<file path="src/rtl/core/otmr_pkg.sv">
// Shared types, codes and defaults of the one-shot timer table.
package otmr_pkg;

  localparam int NUM_TIMERS_DEF = 16;
  localparam int TIME_W         = 32;
  localparam int HANDLE_W       = 16;

  typedef enum logic [1:0] {
    FUNC_ADD    = 2'd0,
    FUNC_CANCEL = 2'd1,
    FUNC_TICK   = 2'd2,
    FUNC_CLEAR  = 2'd3
  } func_t;

  typedef enum logic [2:0] {
    KIND_ADDED     = 3'd0,
    KIND_FULL      = 3'd1,
    KIND_FIRED     = 3'd2,
    KIND_CANCELLED = 3'd3,
    KIND_NOTFOUND  = 3'd4,
    KIND_TICKDONE  = 3'd5,
    KIND_CLEARED   = 3'd6
  } kind_t;

  // Outcome of the shared compare and subtract unit.
  typedef struct packed {
    logic              fire;
    logic [TIME_W-1:0] rest;
  } cmp_res_t;

endpackage

</file>
<file path="src/rtl/core/one_shot_timer_table.sv">
// Top level of the one-shot timer table: slot walk sequencer, valid bits and result register.
//
// An input word is taken at a rising edge where start is high and busy is low; the
// in_ ports carry the operation (add, cancel, tick, clear) and its operands.
// Results leave on the out_ ports, each for one cycle under out_strobe; the receiver
// cannot hold them off. Every input word ends with exactly one result marked out_last.
// Add, cancel and tick walk the slots one per cycle: the slot memory gives one read a
// cycle and one compare and subtract unit serves all slots. A tick walks every slot;
// add and cancel stop at the first hit; clear walks no slot and goes straight to its
// result. Fired results of a tick come in ascending slot order, ahead of the tick done
// word. busy is high from the cycle after accept until the final result is shown, and
// the next word may be taken in that same cycle. Reset empties the table and zeroes
// the handle counter; the slot memories need no clearing since a slot's contents are
// used only while its valid bit is set.
module one_shot_timer_table #(
  parameter int NUM_TIMERS = otmr_pkg::NUM_TIMERS_DEF
) (
  input  logic                          clk,
  input  logic                          rst_n,
  input  logic                          start,
  output logic                          busy,
  input  logic [1:0]                    in_func,
  input  logic [otmr_pkg::TIME_W-1:0]   in_duration,
  input  logic [otmr_pkg::HANDLE_W-1:0] in_target_handle,
  input  logic [otmr_pkg::TIME_W-1:0]   in_elapsed,
  output logic                          out_strobe,
  output logic [2:0]                    out_kind,
  output logic [otmr_pkg::HANDLE_W-1:0] out_handle,
  output logic                          out_last
);

  localparam int IW = (NUM_TIMERS > 1) ? $clog2(NUM_TIMERS) : 1;
  localparam logic [IW-1:0] LAST_IDX = IW'(NUM_TIMERS - 1);

  typedef enum logic [2:0] {
    S_IDLE   = 3'b001,
    S_WALK   = 3'b010,
    S_FINISH = 3'b100
  } state_t;

  state_t state_r, state_nxt;
  otmr_pkg::func_t func_r, func_nxt;
  logic [otmr_pkg::TIME_W-1:0]   dur_r, dur_nxt;
  logic [otmr_pkg::HANDLE_W-1:0] tgt_r, tgt_nxt;
  logic [otmr_pkg::TIME_W-1:0]   ela_r, ela_nxt;
  logic [IW-1:0] idx_r, idx_nxt;
  logic          issue_r, issue_nxt;
  logic          p_vld_r, p_vld_nxt;
  logic [IW-1:0] p_idx_r, p_idx_nxt;
  logic [NUM_TIMERS-1:0] valid_r, valid_nxt;
  logic [otmr_pkg::HANDLE_W-1:0] hcnt_r, hcnt_nxt;
  otmr_pkg::kind_t res_kind_r, res_kind_nxt;
  logic [otmr_pkg::HANDLE_W-1:0] res_hdl_r, res_hdl_nxt;

  logic out_strobe_r, out_strobe_nxt;
  otmr_pkg::kind_t out_kind_r, out_kind_nxt;
  logic [otmr_pkg::HANDLE_W-1:0] out_handle_r, out_handle_nxt;
  logic out_last_r, out_last_nxt;

  logic                          rd_en;
  logic [otmr_pkg::TIME_W-1:0]   rd_rem;
  logic [otmr_pkg::HANDLE_W-1:0] rd_hdl;
  logic                          wr_rem_en, wr_hdl_en;
  logic [otmr_pkg::TIME_W-1:0]   wr_rem;
  logic [otmr_pkg::HANDLE_W-1:0] new_hdl;
  otmr_pkg::cmp_res_t            cmp;

  otmr_store #(
    .NUM_TIMERS (NUM_TIMERS),
    .IW         (IW)
  ) u_store (
    .clk       (clk),
    .rd_en     (rd_en),
    .rd_addr   (idx_r),
    .rd_rem    (rd_rem),
    .rd_hdl    (rd_hdl),
    .wr_rem_en (wr_rem_en),
    .wr_hdl_en (wr_hdl_en),
    .wr_addr   (p_idx_r),
    .wr_rem    (wr_rem),
    .wr_hdl    (new_hdl)
  );

  otmr_alu u_alu (
    .remaining (rd_rem),
    .elapsed   (ela_r),
    .res       (cmp)
  );

  // The handle counter skips zero when it wraps.
  assign new_hdl = (hcnt_r == '1) ? otmr_pkg::HANDLE_W'(1) : hcnt_r + 1'b1;

  always_comb begin
    state_nxt      = state_r;
    func_nxt       = func_r;
    dur_nxt        = dur_r;
    tgt_nxt        = tgt_r;
    ela_nxt        = ela_r;
    idx_nxt        = idx_r;
    issue_nxt      = issue_r;
    p_vld_nxt      = p_vld_r;
    p_idx_nxt      = p_idx_r;
    valid_nxt      = valid_r;
    hcnt_nxt       = hcnt_r;
    res_kind_nxt   = res_kind_r;
    res_hdl_nxt    = res_hdl_r;
    out_strobe_nxt = 1'b0;
    out_kind_nxt   = out_kind_r;
    out_handle_nxt = out_handle_r;
    out_last_nxt   = out_last_r;
    rd_en          = 1'b0;
    wr_rem_en      = 1'b0;
    wr_hdl_en      = 1'b0;
    wr_rem         = cmp.rest;

    unique case (state_r)
      S_IDLE: begin
        if (start) begin
          func_nxt    = otmr_pkg::func_t'(in_func);
          dur_nxt     = in_duration;
          tgt_nxt     = in_target_handle;
          ela_nxt     = in_elapsed;
          idx_nxt     = '0;
          issue_nxt   = 1'b1;
          p_vld_nxt   = 1'b0;
          res_hdl_nxt = '0;
          state_nxt   = S_WALK;
          unique case (otmr_pkg::func_t'(in_func))
            otmr_pkg::FUNC_ADD:    res_kind_nxt = otmr_pkg::KIND_FULL;
            otmr_pkg::FUNC_CANCEL: res_kind_nxt = otmr_pkg::KIND_NOTFOUND;
            otmr_pkg::FUNC_TICK:   res_kind_nxt = otmr_pkg::KIND_TICKDONE;
            otmr_pkg::FUNC_CLEAR: begin
              res_kind_nxt = otmr_pkg::KIND_CLEARED;
              state_nxt    = S_FINISH;
            end
            default: res_kind_nxt = otmr_pkg::KIND_CLEARED;
          endcase
        end
      end

      S_WALK: begin
        // Read side: one slot address a cycle into the memory.
        if (issue_r) begin
          rd_en     = 1'b1;
          p_vld_nxt = 1'b1;
          p_idx_nxt = idx_r;
          if (idx_r == LAST_IDX) begin
            issue_nxt = 1'b0;
          end else begin
            idx_nxt = idx_r + 1'b1;
          end
        end else begin
          p_vld_nxt = 1'b0;
        end

        // Process side: the slot read in the previous cycle.
        if (p_vld_r) begin
          if (p_idx_r == LAST_IDX) begin
            state_nxt = S_FINISH;
          end
          case (func_r)
            otmr_pkg::FUNC_ADD: begin
              if (!valid_r[p_idx_r]) begin
                valid_nxt[p_idx_r] = 1'b1;
                wr_rem_en          = 1'b1;
                wr_hdl_en          = 1'b1;
                wr_rem             = dur_r;
                hcnt_nxt           = new_hdl;
                res_kind_nxt       = otmr_pkg::KIND_ADDED;
                res_hdl_nxt        = new_hdl;
                issue_nxt          = 1'b0;
                p_vld_nxt          = 1'b0;
                state_nxt          = S_FINISH;
              end
            end
            otmr_pkg::FUNC_CANCEL: begin
              if (valid_r[p_idx_r] && (rd_hdl == tgt_r)) begin
                valid_nxt[p_idx_r] = 1'b0;
                res_kind_nxt       = otmr_pkg::KIND_CANCELLED;
                res_hdl_nxt        = tgt_r;
                issue_nxt          = 1'b0;
                p_vld_nxt          = 1'b0;
                state_nxt          = S_FINISH;
              end
            end
            otmr_pkg::FUNC_TICK: begin
              if (valid_r[p_idx_r]) begin
                if (cmp.fire) begin
                  valid_nxt[p_idx_r] = 1'b0;
                  out_strobe_nxt     = 1'b1;
                  out_kind_nxt       = otmr_pkg::KIND_FIRED;
                  out_handle_nxt     = rd_hdl;
                  out_last_nxt       = 1'b0;
                end else begin
                  wr_rem_en = 1'b1;
                end
              end
            end
            default: ;
          endcase
        end
      end

      S_FINISH: begin
        if (func_r == otmr_pkg::FUNC_CLEAR) begin
          valid_nxt = '0;
        end
        out_strobe_nxt = 1'b1;
        out_kind_nxt   = res_kind_r;
        out_handle_nxt = res_hdl_r;
        out_last_nxt   = 1'b1;
        state_nxt      = S_IDLE;
      end

      default: state_nxt = S_IDLE;
    endcase
  end

  always_ff @(posedge clk) begin
    if (!rst_n) begin
      state_r      <= S_IDLE;
      issue_r      <= 1'b0;
      p_vld_r      <= 1'b0;
      valid_r      <= '0;
      hcnt_r       <= '0;
      out_strobe_r <= 1'b0;
    end else begin
      state_r      <= state_nxt;
      issue_r      <= issue_nxt;
      p_vld_r      <= p_vld_nxt;
      valid_r      <= valid_nxt;
      hcnt_r       <= hcnt_nxt;
      out_strobe_r <= out_strobe_nxt;
    end
  end

  always_ff @(posedge clk) begin
    func_r       <= func_nxt;
    dur_r        <= dur_nxt;
    tgt_r        <= tgt_nxt;
    ela_r        <= ela_nxt;
    idx_r        <= idx_nxt;
    p_idx_r      <= p_idx_nxt;
    res_kind_r   <= res_kind_nxt;
    res_hdl_r    <= res_hdl_nxt;
    out_kind_r   <= out_kind_nxt;
    out_handle_r <= out_handle_nxt;
    out_last_r   <= out_last_nxt;
  end

  assign busy       = (state_r != S_IDLE);
  assign out_strobe = out_strobe_r;
  assign out_kind   = out_kind_r;
  assign out_handle = out_handle_r;
  assign out_last   = out_last_r;

endmodule

</file>
<file path="src/rtl/core/otmr_alu.sv">
// Shared compare and subtract unit: remaining time against elapsed time.
module otmr_alu (
  input  logic [otmr_pkg::TIME_W-1:0] remaining,
  input  logic [otmr_pkg::TIME_W-1:0] elapsed,
  output otmr_pkg::cmp_res_t          res
);

  logic [otmr_pkg::TIME_W:0] diff;

  // The borrow bit says remaining is below elapsed; a zero difference means equal.
  assign diff     = {1'b0, remaining} - {1'b0, elapsed};
  assign res.fire = diff[otmr_pkg::TIME_W] || (diff[otmr_pkg::TIME_W-1:0] == '0);
  assign res.rest = diff[otmr_pkg::TIME_W-1:0];

endmodule

</file>
<file path="src/rtl/core/otmr_store.sv">
// Slot memories for remaining time and handle, one write and one registered read a cycle.
module otmr_store #(
  parameter int NUM_TIMERS = otmr_pkg::NUM_TIMERS_DEF,
  parameter int IW         = 4
) (
  input  logic                          clk,
  input  logic                          rd_en,
  input  logic [IW-1:0]                 rd_addr,
  output logic [otmr_pkg::TIME_W-1:0]   rd_rem,
  output logic [otmr_pkg::HANDLE_W-1:0] rd_hdl,
  input  logic                          wr_rem_en,
  input  logic                          wr_hdl_en,
  input  logic [IW-1:0]                 wr_addr,
  input  logic [otmr_pkg::TIME_W-1:0]   wr_rem,
  input  logic [otmr_pkg::HANDLE_W-1:0] wr_hdl
);

  logic [otmr_pkg::TIME_W-1:0]   rem_mem [NUM_TIMERS];
  logic [otmr_pkg::HANDLE_W-1:0] hdl_mem [NUM_TIMERS];

  always_ff @(posedge clk) begin
    if (wr_rem_en) begin
      rem_mem[wr_addr] <= wr_rem;
    end
    if (wr_hdl_en) begin
      hdl_mem[wr_addr] <= wr_hdl;
    end
  end

  always_ff @(posedge clk) begin
    if (rd_en) begin
      rd_rem <= rem_mem[rd_addr];
      rd_hdl <= hdl_mem[rd_addr];
    end
  end

endmodule

</file>
<file path="config.mk">
export PLATFORM = sky130hd
export DESIGN_NAME = one_shot_timer_table
export DESIGN_NICKNAME = d
export VERILOG_FILES = /design/src/rtl/core/otmr_pkg.sv /design/src/rtl/core/one_shot_timer_table.sv /design/src/rtl/core/otmr_alu.sv /design/src/rtl/core/otmr_store.sv
export SDC_FILE = /design/constraint.sdc
export NUM_CORES = 1
export LEC_CHECK = 0
export ABC_AREA = 0
export BUFFER_PORTS_ARGS = -buffer_cell sky130_fd_sc_hd__buf_2
export CAP_MARGIN = 20
export CORE_UTILIZATION = 40
export CTS_CLUSTER_DIAMETER = 60
export DETAILED_ROUTE_END_ITERATION = 10
export MAX_ROUTING_LAYER = met4
export SYNTH_ARGS = -nofsm -noshare
export SYNTH_HDL_FRONTEND = slang
export SYNTH_HIERARCHICAL = 1
export SYNTH_SLANG_ARGS = --single-unit
</file>
<file path="constraint.sdc">
create_clock -name clk -period 6.54 [get_ports clk]
set_input_delay 1.308 -clock clk [delete_from_list [all_inputs] [get_ports clk]]
set_output_delay 1.308 -clock clk [all_outputs]
set_load 0.01 [all_outputs]
</file>
==> results by group <==
Final layout
  • Sequential cell area: 29100 um2
  • Multi-input logic area: 10400 um2
  • Fill cells: around 8300
  • Area Growth Syn to Fin: 14.1%
  • Share of cells above drive strength 1: 0.235
  • Non-Filler Instances: about 3800
  • Nets: 2565

Synth
  • Top_reg_cell synth: edfxtp_1
  • Post-synth ARST share: 0
  • Synth Cell Area: roughly 40000 um2
  • Post-synthesis register bit count: just under 1000
  • Post-synthesis sequential area ratio: 0.727
  • Compound-Gate Fraction of Synth Area: 0.0509
  • Post-synthesis simple-gate area fraction: 0.0587
  • Number of synthesized flops with an enable pin: 945
  • Post-Syn Nets: between 2000 and 2500
  • Synth Area in Adders: 0.0124
  • Synth Instances: around 2300
  • Largest family of logic cells by synthesized area: multiplexers
  • Yosys warnings: 6
  • Netlist cell types: 85
  • Avg Inst Size Synth: between 15 and 20 um2
  • Fraction of synthesized cell area in xor and xnor cells: 0.00983
  • Mux contribution to synthesized area: 0.123

Route
  • Pre-Repair DR Iteration Count: 5
  • WL per Instance: about 25 um
  • Drt total wl: between 90000 and 100000 um
  • DR vias: roughly 22000
  • Drt drc: 0
  • ANT nets after route: 0
  • Initial DRC Count: approximately 2100
  • Vias per inst: approximately 5.7

Clock network
  • Root buf cell: clkbuf_16
  • CTS Buf Count: 104
  • Worst skew pair latency: approximately 0.7 ns
  • H-tree depth: 3
  • # Post-CTS Setup Buffers: 0
  • Max clock buf depth: 3
  • Hold-fix buffer count after cts: 0
  • CTS tree: yes
  • Clock Pin Slew Worst Setup and Hold Paths: 0.06 ns
  • # clock sinks: a little under 1000
  • Cts repair resizes: 0

Pwr
  • Worst VDD drop: between 200 and 250 uV
  • Pleak: roughly 15 nW
  • PwrDens: about 310 nW/um2
  • Design Power: around 0.014 W

Global routing
  • GR Util All Layers: 0.197
  • Initial antenna violation count: 2
  • Largest net degree at the start of global routing: ~110
  • Number of global-route vias before repair: 22072
  • Congestion Overflow GR: 0
  • First-pass GRT wire length: 143000 um

Timing
  • Slew HR: 0.267
  • Fin Setup TNS: 0 ns
  • Crit share post-route: 0.802
  • RSZ-0062 raised after global routing: no
  • Hold_ws: 0.475 ns
  • Post-layout worst setup margin: between 1 and 1.5 ns
  • Layout Skew: roughly 0.038 ns
  • Tmin final: around 5.2 ns
  • Final Hold Fails: 0
  • Setup violations, final: 0
  • Tightest Pin Transition: 1.10 ns
  • Fin. max-slew vios: 0
  • Fmax: about 190 MHz

Floorplanning
  • DIE HEIGHT: approximately 320 um
  • Site row count: roughly 120
  • IO Pins: about 110
  • DIE WIDTH: roughly 320 um
  • Die ar.: between 100000 and 150000 um2
  • Initial Util: 0.406
  • Core region area: ~100000 um2

Setup path
  • Reg-to-Reg End: valid_r[11]
  • Crit-path max FO: 16
  • Startpoint Class: flop
  • Reg2reg path depth: 16
  • CP required: around 7.1 ns
  • Crit end category: flop
  • R2R Path Start: ela_r[0]
  • CP Class: reg2reg
  • CP startpoint: ela_r[0]
  • R2R Setup Slk: 1.30 ns
  • Crit path DAT: slightly below 6 ns

Worst hold path
  • Hold path endpoint: valid_r[9]
  • Hold path start: valid_r[9]
  • Cell depth of the worst hold path: 2
  • HP Class: reg2reg

Placed design
  • I/O Buffers: about 110
  • Number of instances in the placed design: 3614
  • Routability cong.: approximately 0.88
  • HPWL Detailed: about 58000 um
  • Place WS: 1.38 ns

Job
  • Maxcap violations: 0

Status
  • Status: finished clean
-- cells by family after synthesis --
family | count (synthesis)
buf+inv | 166
xor+xnor | 45
compound gates | 288
flops | 983
mux | 243
simple gates | 513
fa+ha+maj | 39
-- through the flow --
stage | instance area, um2 | utilization
floorplan | 40100 | -
global placement | 42300 | 0.428
detailed placement | 42300 | 0.428
CTS | 45700 | 0.462
global route | 45800 | 0.463
finish | 45800 | 0.463
-- critical path, cell delays in order, from the launching register on --
cell and delay (ns):
edfxtp_1 0.37, ha_1 0.22, fa_1 0.41, nor2b_1 0.25, o31a_1 0.19, a21oi_1 0.07, or4_1 0.51, nor4_1 0.38
nand4bb_1 0.23, nor4_1 0.35, and4b_1 0.28, a21o_1 0.28, nand2_1 0.17, a21oi_1 0.15, o21ai_1 0.13, a211oi_4 0.86
mux2i_1 0.29
-- final cells by class --
cell class | instances | share of cell area
clock inverter | 67 | 0.0153
multi-input combinational | 1128 | 0.227
inverter | 54 | 0.00449
sequential | 983 | 0.637
tap | 1287 | 0.0352
timing repair buffer | 170 | 0.0229
antenna | 1 | 0.0000547
clock buffer | 124 | 0.0585
-- per-layer routing --
metal	vias to the layer above	track usage	share of wire
met4	0	0.0544	0.024
met1	11292	0.252	0.41
met2	735	0.316	0.49
met3	179	0.0444	0.072
li1	9401	-	-
met5	-	-	0
-- cell usage in the layout (no fill, tap or decap), types with 13 or more instances in the layout --
master and n:
nand2_1 243, o21ai_0 33, clkbuf_1 20, a21oi_1 49, or3_1 13, clkbuf_16 104
mux4_2 194, nor2_1 84, nor2b_1 13, xor2_1 33, inv_1 52, a31oi_1 14
a22oi_1 98, mux2i_1 29, nand3_1 23, nor2_4 17, clkinv_2 16, buf_4 60
ha_1 38, edfxtp_1 945, dfxtp_1 38, buf_2 106, mux2_2 17, nor3_1 18
clkinv_1 18, and2_1 22
-- synth_stat cells, types with 29 or more instances --
cell type | instances | area, um2
a21oi_1 | 49 | 245
a22oi_1 | 98 | 736
clkbuf_1 | 60 | 225
dfxtp_1 | 38 | 761
edfxtp_1 | 945 | 28400
ha_1 | 38 | 475
inv_1 | 53 | 199
mux2i_1 | 29 | 290
mux4_2 | 194 | 4370
nand2_1 | 243 | 912
nor2_1 | 104 | 390
o21ai_0 | 33 | 165
xor2_1 | 33 | 289
-- registers in the layout, summed over array words and instances (netlist names), 16 cells and up --
signal	flops
u_store/rem_mem	512
u_store/hdl_mem	256
dur_r	32
ela_r	32
u_store/rd_rem	32
hcnt_r	16
out_handle	16
res_hdl_r	16
tgt_r	16
u_store/rd_hdl	16
valid_r	16
-- worst max path at each step --
stage	to	slack, ns	cells after the start
5_1_grt	valid_r[11]	0.92	16
2_1_floorplan	u_store/rem_mem[0][0]	1.41	15
4_1_cts	u_store/rem_mem[3][10]	1.37	15
6_report	valid_r[11]	1.30	16
3_5_place_dp	u_store/rem_mem[3][17]	1.38	15
3_3_place_gp	u_store/rem_mem[3][17]	1.45	15
-- where the power goes --
| part | leakage, nW | switching, W | total (W) | internal (W) |
|---|---|---|---|---|
| Sequential | 9.06 | 0.0000400 | 0.00718 | 0.00714 |
| Clock | 1.63 | 0.00247 | 0.00578 | 0.00331 |
| Combinational | 4.60 | 0.000840 | 0.00125 | 0.000413 |
| Total | 15.3 | 0.00335 | 0.0142 | 0.0109 |
No activity file was read; power rests on OpenSTA's default activity.
